[config.mk]
export PLATFORM = sky130hd
export DESIGN_NAME = sha256_stream_hasher
export DESIGN_NICKNAME = d
export VERILOG_FILES = /design/src/sv/sha256_pkg.sv /design/src/sv/sha256_dp.sv /design/src/sv/sha256_ctrl.sv /design/src/sv/sha256_stream_hasher.sv
export SDC_FILE = /design/constraint.sdc
export NUM_CORES = 2
export LEC_CHECK = 0
export BUFFER_PORTS_ARGS = -buffer_cell sky130_fd_sc_hd__buf_2
export CAP_MARGIN = 20
export CORE_ASPECT_RATIO = 1.1
export CORE_UTILIZATION = 37
export CTS_CLUSTER_SIZE = 20
export DETAILED_ROUTE_END_ITERATION = 6
export HOLD_SLACK_MARGIN = 0.03
export PLACE_DENSITY = 0.57
export REMOVE_ABC_BUFFERS = 1
export SLEW_MARGIN = 20
export SYNTH_ARGS = -nofsm -noshare
export SYNTH_HDL_FRONTEND = slang
export SYNTH_SLANG_ARGS = --single-unit
[constraint.sdc]
create_clock -name clk -period 17.2 [get_ports clk]
set_clock_uncertainty 0.2 [all_clocks]
set_input_delay 0.86 -clock clk [delete_from_list [all_inputs] [get_ports clk]]
set_output_delay 0.86 -clock clk [all_outputs]
set_load 0.02 [all_outputs]
[src/sv/sha256_pkg.sv]
// SHA-256 stream hasher: shared types, codes and constants.
package sha256_pkg;

	typedef logic [31:0] word_t;

	localparam logic [1:0] KIND_DATA    = 2'd0;
	localparam logic [1:0] KIND_FINISH  = 2'd1;
	localparam logic [1:0] KIND_RESTART = 2'd2;

	localparam logic [1:0] SRC_DATA = 2'd0;
	localparam logic [1:0] SRC_80   = 2'd1;
	localparam logic [1:0] SRC_ZERO = 2'd2;
	localparam logic [1:0] SRC_LEN  = 2'd3;

	localparam logic [7:0] PAD_BYTE = 8'h80;

	localparam word_t INIT_H [8] = '{
		32'h6a09e667, 32'hbb67ae85, 32'h3c6ef372, 32'ha54ff53a,
		32'h510e527f, 32'h9b05688c, 32'h1f83d9ab, 32'h5be0cd19};

	localparam word_t ROUND_K [64] = '{
		32'h428a2f98, 32'h71374491, 32'hb5c0fbcf, 32'he9b5dba5,
		32'h3956c25b, 32'h59f111f1, 32'h923f82a4, 32'hab1c5ed5,
		32'hd807aa98, 32'h12835b01, 32'h243185be, 32'h550c7dc3,
		32'h72be5d74, 32'h80deb1fe, 32'h9bdc06a7, 32'hc19bf174,
		32'he49b69c1, 32'hefbe4786, 32'h0fc19dc6, 32'h240ca1cc,
		32'h2de92c6f, 32'h4a7484aa, 32'h5cb0a9dc, 32'h76f988da,
		32'h983e5152, 32'ha831c66d, 32'hb00327c8, 32'hbf597fc7,
		32'hc6e00bf3, 32'hd5a79147, 32'h06ca6351, 32'h14292967,
		32'h27b70a85, 32'h2e1b2138, 32'h4d2c6dfc, 32'h53380d13,
		32'h650a7354, 32'h766a0abb, 32'h81c2c92e, 32'h92722c85,
		32'ha2bfe8a1, 32'ha81a664b, 32'hc24b8b70, 32'hc76c51a3,
		32'hd192e819, 32'hd6990624, 32'hf40e3585, 32'h106aa070,
		32'h19a4c116, 32'h1e376c08, 32'h2748774c, 32'h34b0bcb5,
		32'h391c0cb3, 32'h4ed8aa4a, 32'h5b9cca4f, 32'h682e6ff3,
		32'h748f82ee, 32'h78a5636f, 32'h84c87814, 32'h8cc70208,
		32'h90befffa, 32'ha4506ceb, 32'hbef9a3f7, 32'hc67178f2};

	typedef struct packed {
		logic       push;
		logic [1:0] src;
		logic [2:0] len_idx;
		logic       count;
		logic       restart;
		logic       load_v;
		logic       round_en;
		logic [5:0] round_idx;
		logic       add_hash;
		logic       set_final;
		logic [2:0] out_idx;
		logic       out_zero;
	} cmd_t;

	typedef struct packed {
		logic [5:0] fill;
		logic       finalized;
	} status_t;

endpackage

[src/sv/sha256_dp.sv]
// SHA-256 datapath: message window, round logic, hash words and counters.
module sha256_dp (
	input  logic                 clk,
	input  logic                 arst_n,
	input  logic [7:0]           byte_value,
	input  sha256_pkg::cmd_t     cmd,
	output sha256_pkg::status_t  sts,
	output logic [31:0]          digest_word
);

	sha256_pkg::word_t w_q [16];
	sha256_pkg::word_t v_q [8];
	sha256_pkg::word_t hash_q [8];
	logic [5:0]  fill_q;
	logic [63:0] total_q;
	logic        final_q;

	logic [63:0] bits;
	logic [7:0]  push_byte;
	sha256_pkg::word_t s0, s1, ch, maj, t1, t2, sg0, sg1, w_new;

	function automatic sha256_pkg::word_t ror(input sha256_pkg::word_t x, input int n);
		ror = (x >> n) | (x << (32 - n));
	endfunction

	assign bits = {total_q[60:0], 3'b000};

	always_comb begin
		case (cmd.src)
			sha256_pkg::SRC_DATA: push_byte = byte_value;
			sha256_pkg::SRC_80:   push_byte = sha256_pkg::PAD_BYTE;
			sha256_pkg::SRC_LEN:  push_byte = 8'(bits >> {~cmd.len_idx, 3'b000});
			default:              push_byte = 8'h00;
		endcase
	end

	always_comb begin
		s1    = ror(v_q[4], 6) ^ ror(v_q[4], 11) ^ ror(v_q[4], 25);
		ch    = (v_q[4] & v_q[5]) ^ (~v_q[4] & v_q[6]);
		t1    = v_q[7] + s1 + ch + sha256_pkg::ROUND_K[cmd.round_idx] + w_q[0];
		s0    = ror(v_q[0], 2) ^ ror(v_q[0], 13) ^ ror(v_q[0], 22);
		maj   = (v_q[0] & v_q[1]) ^ (v_q[0] & v_q[2]) ^ (v_q[1] & v_q[2]);
		t2    = s0 + maj;
		sg0   = ror(w_q[1], 7) ^ ror(w_q[1], 18) ^ (w_q[1] >> 3);
		sg1   = ror(w_q[14], 17) ^ ror(w_q[14], 19) ^ (w_q[14] >> 10);
		w_new = w_q[0] + sg0 + w_q[9] + sg1;
	end

	always_ff @(posedge clk) begin
		if (cmd.push) begin
			for (int i = 0; i < 15; i++)
				w_q[i] <= {w_q[i][23:0], w_q[i+1][31:24]};
			w_q[15] <= {w_q[15][23:0], push_byte};
		end else if (cmd.round_en) begin
			for (int i = 0; i < 15; i++)
				w_q[i] <= w_q[i+1];
			w_q[15] <= w_new;
		end
	end

	always_ff @(posedge clk) begin
		if (cmd.load_v) begin
			for (int i = 0; i < 8; i++)
				v_q[i] <= hash_q[i];
		end else if (cmd.round_en) begin
			v_q[7] <= v_q[6];
			v_q[6] <= v_q[5];
			v_q[5] <= v_q[4];
			v_q[4] <= v_q[3] + t1;
			v_q[3] <= v_q[2];
			v_q[2] <= v_q[1];
			v_q[1] <= v_q[0];
			v_q[0] <= t1 + t2;
		end
	end

	always_ff @(posedge clk or negedge arst_n) begin
		if (!arst_n) begin
			for (int i = 0; i < 8; i++)
				hash_q[i] <= sha256_pkg::INIT_H[i];
			fill_q  <= '0;
			total_q <= '0;
			final_q <= 1'b0;
		end else if (cmd.restart) begin
			for (int i = 0; i < 8; i++)
				hash_q[i] <= sha256_pkg::INIT_H[i];
			fill_q  <= '0;
			total_q <= '0;
			final_q <= 1'b0;
		end else begin
			if (cmd.add_hash) begin
				for (int i = 0; i < 8; i++)
					hash_q[i] <= hash_q[i] + v_q[i];
			end
			if (cmd.push)
				fill_q <= fill_q + 6'd1;
			if (cmd.count)
				total_q <= total_q + 64'd1;
			if (cmd.set_final)
				final_q <= 1'b1;
		end
	end

	assign sts.fill      = fill_q;
	assign sts.finalized = final_q;
	assign digest_word   = cmd.out_zero ? 32'd0 : hash_q[cmd.out_idx];

endmodule

[src/sv/sha256_ctrl.sv]
// SHA-256 controller: input decode, padding sequencer, round count and digest output.
module sha256_ctrl (
	input  logic                 clk,
	input  logic                 arst_n,
	input  logic                 valid,
	output logic                 stall,
	input  logic [1:0]           kind,
	output logic                 digest_valid,
	input  logic                 digest_stall,
	output logic [2:0]           word_index,
	output logic                 last_word,
	output sha256_pkg::cmd_t     cmd,
	input  sha256_pkg::status_t  sts
);

	localparam logic [2:0] ST_IDLE  = 3'd0;
	localparam logic [2:0] ST_PAD   = 3'd1;
	localparam logic [2:0] ST_LEN   = 3'd2;
	localparam logic [2:0] ST_LOAD  = 3'd3;
	localparam logic [2:0] ST_ROUND = 3'd4;
	localparam logic [2:0] ST_ADD   = 3'd5;
	localparam logic [2:0] ST_OUT   = 3'd6;

	logic [2:0] state_q;
	logic [5:0] rnd_q;
	logic [2:0] len_cnt_q;
	logic [2:0] out_cnt_q;
	logic       fin_q;
	logic       first_q;
	logic       len_done_q;
	logic       zero_q;
	logic       pad_push;

	assign pad_push = first_q || (sts.fill != 6'd56);

	always_comb begin
		cmd           = '0;
		cmd.src       = sha256_pkg::SRC_DATA;
		cmd.len_idx   = len_cnt_q;
		cmd.round_idx = rnd_q;
		cmd.out_idx   = out_cnt_q;
		cmd.out_zero  = zero_q;
		case (state_q)
			ST_IDLE: begin
				if (valid) begin
					case (kind)
						sha256_pkg::KIND_DATA: begin
							cmd.push  = !sts.finalized;
							cmd.count = !sts.finalized;
						end
						sha256_pkg::KIND_RESTART: cmd.restart = 1'b1;
						default: ;
					endcase
				end
			end
			ST_PAD: begin
				cmd.push = pad_push;
				cmd.src  = first_q ? sha256_pkg::SRC_80 : sha256_pkg::SRC_ZERO;
			end
			ST_LEN: begin
				cmd.push = 1'b1;
				cmd.src  = sha256_pkg::SRC_LEN;
			end
			ST_LOAD:  cmd.load_v   = 1'b1;
			ST_ROUND: cmd.round_en = 1'b1;
			ST_ADD: begin
				cmd.add_hash  = 1'b1;
				cmd.set_final = fin_q && len_done_q;
			end
			default: ;
		endcase
	end

	always_ff @(posedge clk or negedge arst_n) begin
		if (!arst_n) begin
			state_q    <= ST_IDLE;
			rnd_q      <= '0;
			len_cnt_q  <= '0;
			out_cnt_q  <= '0;
			fin_q      <= 1'b0;
			first_q    <= 1'b0;
			len_done_q <= 1'b0;
			zero_q     <= 1'b0;
		end else begin
			case (state_q)
				ST_IDLE: begin
					if (valid) begin
						case (kind)
							sha256_pkg::KIND_DATA: begin
								if (!sts.finalized && sts.fill == 6'd63) begin
									fin_q   <= 1'b0;
									state_q <= ST_LOAD;
								end
							end
							sha256_pkg::KIND_FINISH: begin
								if (sts.finalized) begin
									zero_q    <= 1'b1;
									out_cnt_q <= '0;
									state_q   <= ST_OUT;
								end else begin
									fin_q      <= 1'b1;
									first_q    <= 1'b1;
									len_done_q <= 1'b0;
									state_q    <= ST_PAD;
								end
							end
							default: ;
						endcase
					end
				end
				ST_PAD: begin
					if (pad_push) begin
						first_q <= 1'b0;
						if (sts.fill == 6'd63)
							state_q <= ST_LOAD;
					end else begin
						len_cnt_q <= '0;
						state_q   <= ST_LEN;
					end
				end
				ST_LEN: begin
					len_cnt_q <= len_cnt_q + 3'd1;
					if (len_cnt_q == 3'd7) begin
						len_done_q <= 1'b1;
						state_q    <= ST_LOAD;
					end
				end
				ST_LOAD: begin
					rnd_q   <= '0;
					state_q <= ST_ROUND;
				end
				ST_ROUND: begin
					rnd_q <= rnd_q + 6'd1;
					if (rnd_q == 6'd63)
						state_q <= ST_ADD;
				end
				ST_ADD: begin
					if (!fin_q) begin
						state_q <= ST_IDLE;
					end else if (len_done_q) begin
						zero_q    <= 1'b0;
						out_cnt_q <= '0;
						state_q   <= ST_OUT;
					end else begin
						state_q <= ST_PAD;
					end
				end
				ST_OUT: begin
					if (!digest_stall) begin
						out_cnt_q <= out_cnt_q + 3'd1;
						if (out_cnt_q == 3'd7) begin
							fin_q   <= 1'b0;
							state_q <= ST_IDLE;
						end
					end
				end
				default: state_q <= ST_IDLE;
			endcase
		end
	end

	assign stall        = (state_q != ST_IDLE);
	assign digest_valid = (state_q == ST_OUT);
	assign word_index   = out_cnt_q;
	assign last_word    = (out_cnt_q == 3'd7);

endmodule

[src/sv/sha256_stream_hasher.sv]
// SHA-256 stream hasher top level: controller and datapath.
//
//  channel  | handshake                   | payload
//  ---------+-----------------------------+-------------------------------------
//  input    | valid / stall               | kind, byte_value
//  digest   | digest_valid / digest_stall | digest_word, word_index, last_word
//
// A data byte is pushed as it is accepted; the byte that fills a 64-byte block then adds
// a block hash (load, 64 rounds at one round per cycle, hash update).
// Finish: the accept, then pad or length bytes up to the block end plus a turn step with
// no push before the length bytes, a block hash as above per block hashed (one or two),
// then eight digest transfers. Finish when already finalized
// goes straight to the eight transfers, with every digest word zero.
// stall is high whenever the block is busy; digest_stall only holds the current word.
// arst_n loads the initial hash words and clears the counters and state.
module sha256_stream_hasher (
	input  logic        clk,
	input  logic        arst_n,
	input  logic        valid,
	output logic        stall,
	input  logic [1:0]  kind,
	input  logic [7:0]  byte_value,
	output logic        digest_valid,
	input  logic        digest_stall,
	output logic [31:0] digest_word,
	output logic [2:0]  word_index,
	output logic        last_word
);

	sha256_pkg::cmd_t    cmd;
	sha256_pkg::status_t sts;

	sha256_ctrl u_ctrl (
		.clk          (clk),
		.arst_n       (arst_n),
		.valid        (valid),
		.stall        (stall),
		.kind         (kind),
		.digest_valid (digest_valid),
		.digest_stall (digest_stall),
		.word_index   (word_index),
		.last_word    (last_word),
		.cmd          (cmd),
		.sts          (sts)
	);

	sha256_dp u_dp (
		.clk         (clk),
		.arst_n      (arst_n),
		.byte_value  (byte_value),
		.cmd         (cmd),
		.sts         (sts),
		.digest_word (digest_word)
	);

endmodule
==> results.sh <==
export IMPL_period_needed_ns=11.26
export IMPL_die_area_um2=208300
export IMPL_cts_root_buf="clkbuf_16"
export IMPL_synth_compound_area_frac=0.1369
export IMPL_max_stage_delay_ns=0.82
export IMPL_avgRoutedWirePerCell_um=23.04
export IMPL_seq_area_um2=31830
export IMPL_cp_end_kind="flop"
export IMPL_pre_cts_ws_ns=6.071
export IMPL_critPathSlowestCell="ha_1"
export IMPL_async_reset_ff_frac=0.3087
export IMPL_clock_latency_ns=0.81
export IMPL_grt_ovfl_total=0
export IMPL_synth_fa_ha_area_frac=0.1172
export IMPL_io_buffers=51
export IMPL_cts_num_sinks=1111
export IMPL_critical_path_buf_inv_count=4
export IMPL_final_common_cell="nand2_1"
export IMPL_n_fill_cell=20390
export IMPL_synth_edff_count=768
export IMPL_crit_family="adder cells"
export IMPL_syn_avg_cell_area_um2=9.067
export IMPL_drt_first_iter_violations=5112
export IMPL_synth_mux_area_frac=0.03240
export IMPL_synth_top_family_by_area="simple AND/OR/NAND/NOR gates"
export IMPL_vias_per_cell=5.501
export IMPL_drc=0
export IMPL_power_mw=5.796
export IMPL_clkTransAtPathRegs_ns=0.07
export IMPL_wirelength_um=254900
export IMPL_drive_gt1_frac=0.07331
export IMPL_dp_cells=10820
export IMPL_nNetsFinal=8837
export IMPL_antenna_left=0
export IMPL_seq_area_frac_synth=0.4165
export IMPL_antenna_found_initial=1
export IMPL_first_pass_iters=5
export IMPL_yosys_area_share_simple=0.1849
export IMPL_synth_main_ff_cell="edfxtp_1"
export IMPL_rsz0062_at_grt="false"
export IMPL_maxCapViolCount=0
export IMPL_setup_viol_count_final=0
export IMPL_start_kind="flop"
export IMPL_hold_viol=0
export IMPL_status="finished clean"
export IMPL_die_h_um=478.6
export IMPL_crit_fanout=18
export IMPL_setup_tns_ns=0
export IMPL_core_area_um2=204600
export IMPL_power_leakage_nw=36.59
export IMPL_vdd_drop_max_mv=0.1136
export IMPL_slew_headroom=0.2589
export IMPL_routabilityCongestion=0.9975
export IMPL_syn_area_um2=76390
export IMPL_cts_max_path_buffers=3
export IMPL_critPathMostFrequentCell="fa_1"
export IMPL_hpwl_um=184900
export IMPL_ctsResizeCount=0
export IMPL_synth_xor_area_frac=0.07017
export IMPL_synth_cell_types=94
export IMPL_fin_cells=11060
export IMPL_yosysWarnings=0
export IMPL_final_cell_mix="nand2_1, edfxtp_1, o21ai_0"
export IMPL_multiInputGateArea_um2=41420
export IMPL_die_w_um=435.2
export IMPL_vias=60870
export IMPL_worst_setup_path_type="flop to flop"
export IMPL_grt_pass1_wl_um=383000
export IMPL_initial_utilization=0.3733
export IMPL_htree_num_levels=4
export IMPL_required_ns=17.65
export IMPL_fmax_mhz=88.80
export IMPL_syn2layout_area_growth_pct=9.251
export IMPL_setup_ws_ns=5.939
export IMPL_synth_cells=8425
export IMPL_cts_tree="done"
export IMPL_slew_viol_final=0
export IMPL_p_per_area_nw_per_um2=69.45
export IMPL_hp_class="input pin to flop"
export IMPL_grt_max_degree=209
export IMPL_cts_buffers=134
export IMPL_crit_arrival_ns=11.71
export IMPL_io_pins=52
export IMPL_synth_seq_cells=1111
export IMPL_period_share=0.6547
export IMPL_rows=174
export IMPL_tightestPinTransition_ns=1.112
export IMPL_gr_usage_all_layers=0.2413
export IMPL_grt_pass1_vias=60230
==> cell type report <==
class | count | share of cell area
diodes | 1 | 0.00002999
clock buffers | 178 | 0.04351
multi-input cells | 6469 | 0.4963
repair buffers | 140 | 0.01181
clock inverters | 66 | 0.009250
well taps | 2728 | 0.04090
inverters | 371 | 0.01678
flip-flops and latches | 1111 | 0.3814
==> power by group <==
| part | internal [mW] | switching (mW) |
|---|---|---|
| sequential | 2.84 | 0.00310 |
| clock | 1.68 | 1.24 |
| combinational | 0.0104 | 0.0268 |
==> flip-flops by register name, indices dropped and copies added, names as in the netlist, 3 cells and up <==
| signal | cells |
|---|---|
| u_dp.hash_q | 256 |
| u_dp.total_q | 61 |
| u_ctrl.rnd_q | 6 |
| u_dp.fill_q | 6 |
| u_dp.w_q | 512 |
| u_ctrl.state_q | 3 |
| u_ctrl.word_index | 3 |
| u_ctrl.len_cnt_q | 3 |
| u_dp.v_q | 256 |
==> cells in the mapped netlist (all sizes together) (46+ instances only) <==
library cell	instances	share of area
edfxtp	768	0.30
dfstp	136	0.047
dfrtp	207	0.068
nor3	112	0.0075
nor2	350	0.017
inv	369	0.018
buf	48	0.0028
o21ai	532	0.035
nand3	153	0.010
nand2b	65	0.0053
o21a	47	0.0046
mux2i	47	0.0062
a21oi	484	0.032
and3	48	0.0040
ha	401	0.066
nand2	2476	0.12
a21o	218	0.021
fa	195	0.051
clkbuf	426	0.021
o31ai	46	0.0046
xnor2	361	0.041
a211oi	55	0.0054
a31oi	47	0.0039
o21bai	48	0.0047
mux4	82	0.024
xor2	251	0.029
==> stage by stage <==
| step | hold slack [ns] | instance area (um2) | util |
|---|---|---|---|
| finish | 0.1690 | 83460 | 0.4078 |
| global route | 0.1639 | 83460 | 0.4078 |
| CTS | 0.1037 | 83450 | 0.4078 |
| detailed placement | 0.2951 | 79040 | 0.3862 |
| global placement | 0.2880 | 79040 | 0.3862 |
| floorplan | 0.2616 | 74570 | - |
==> cells by family after synthesis <==
kind of cell,count (synthesis)
multiplexers,143
AO/OA/AOI/OAI,1705
flip-flops,1111
AND/OR/NAND/NOR,3410
adder cells (fa/ha/maj),599
XOR/XNOR,612
buffers and inverters,845
==> worst reg2reg max path: cells and delay by family (launching register included) <==
| kind | cells | cell delay [ns] |
|---|---|---|
| and+or+nand+nor | 8 | 1.85 |
| buffers and inverters | 4 | 0.82 |
| AOI/OAI and AO/OA | 17 | 3.63 |
| adders and majority gates | 8 | 3.75 |
| xor gates and xnor gates | 1 | 0.10 |
| DFF | 1 | 0.75 |
==> repair_timing <==
action,4_1_cts,5_1_grt
buffers inserted,0,0
endpoints found under the hold margin,29,0
hold buffers,1,0
==> final timing paths <==
check	start	to	slack, ns	depth (start not counted)
max in group asynchronous	arst_n	u_ctrl.word_index[0]	14.10	4
min in group asynchronous	arst_n	u_dp.hash_q[196]	0.44	2
worst min register to register	u_dp.hash_q[223]	u_dp.hash_q[223]	0.30	2
worst max-delay path	u_ctrl.rnd_q[1]	u_dp.v_q[0][31]	5.94	38
worst min-delay path	digest_stall	u_ctrl.word_index[0]	0.17	4
worst max register to register	u_ctrl.rnd_q[1]	u_dp.v_q[0][31]	5.94	38
==> metal layers <==
metal  global-route usage  share of wire  up-vias
met5                    0              0        -
met4               0.1155          0.052        0
met3              0.02968          0.052      468
met2               0.4080           0.48     1796
met1               0.3059           0.41    30040
li1                     -              -    28560
Note: power is estimated with default switching activity, not from simulation.
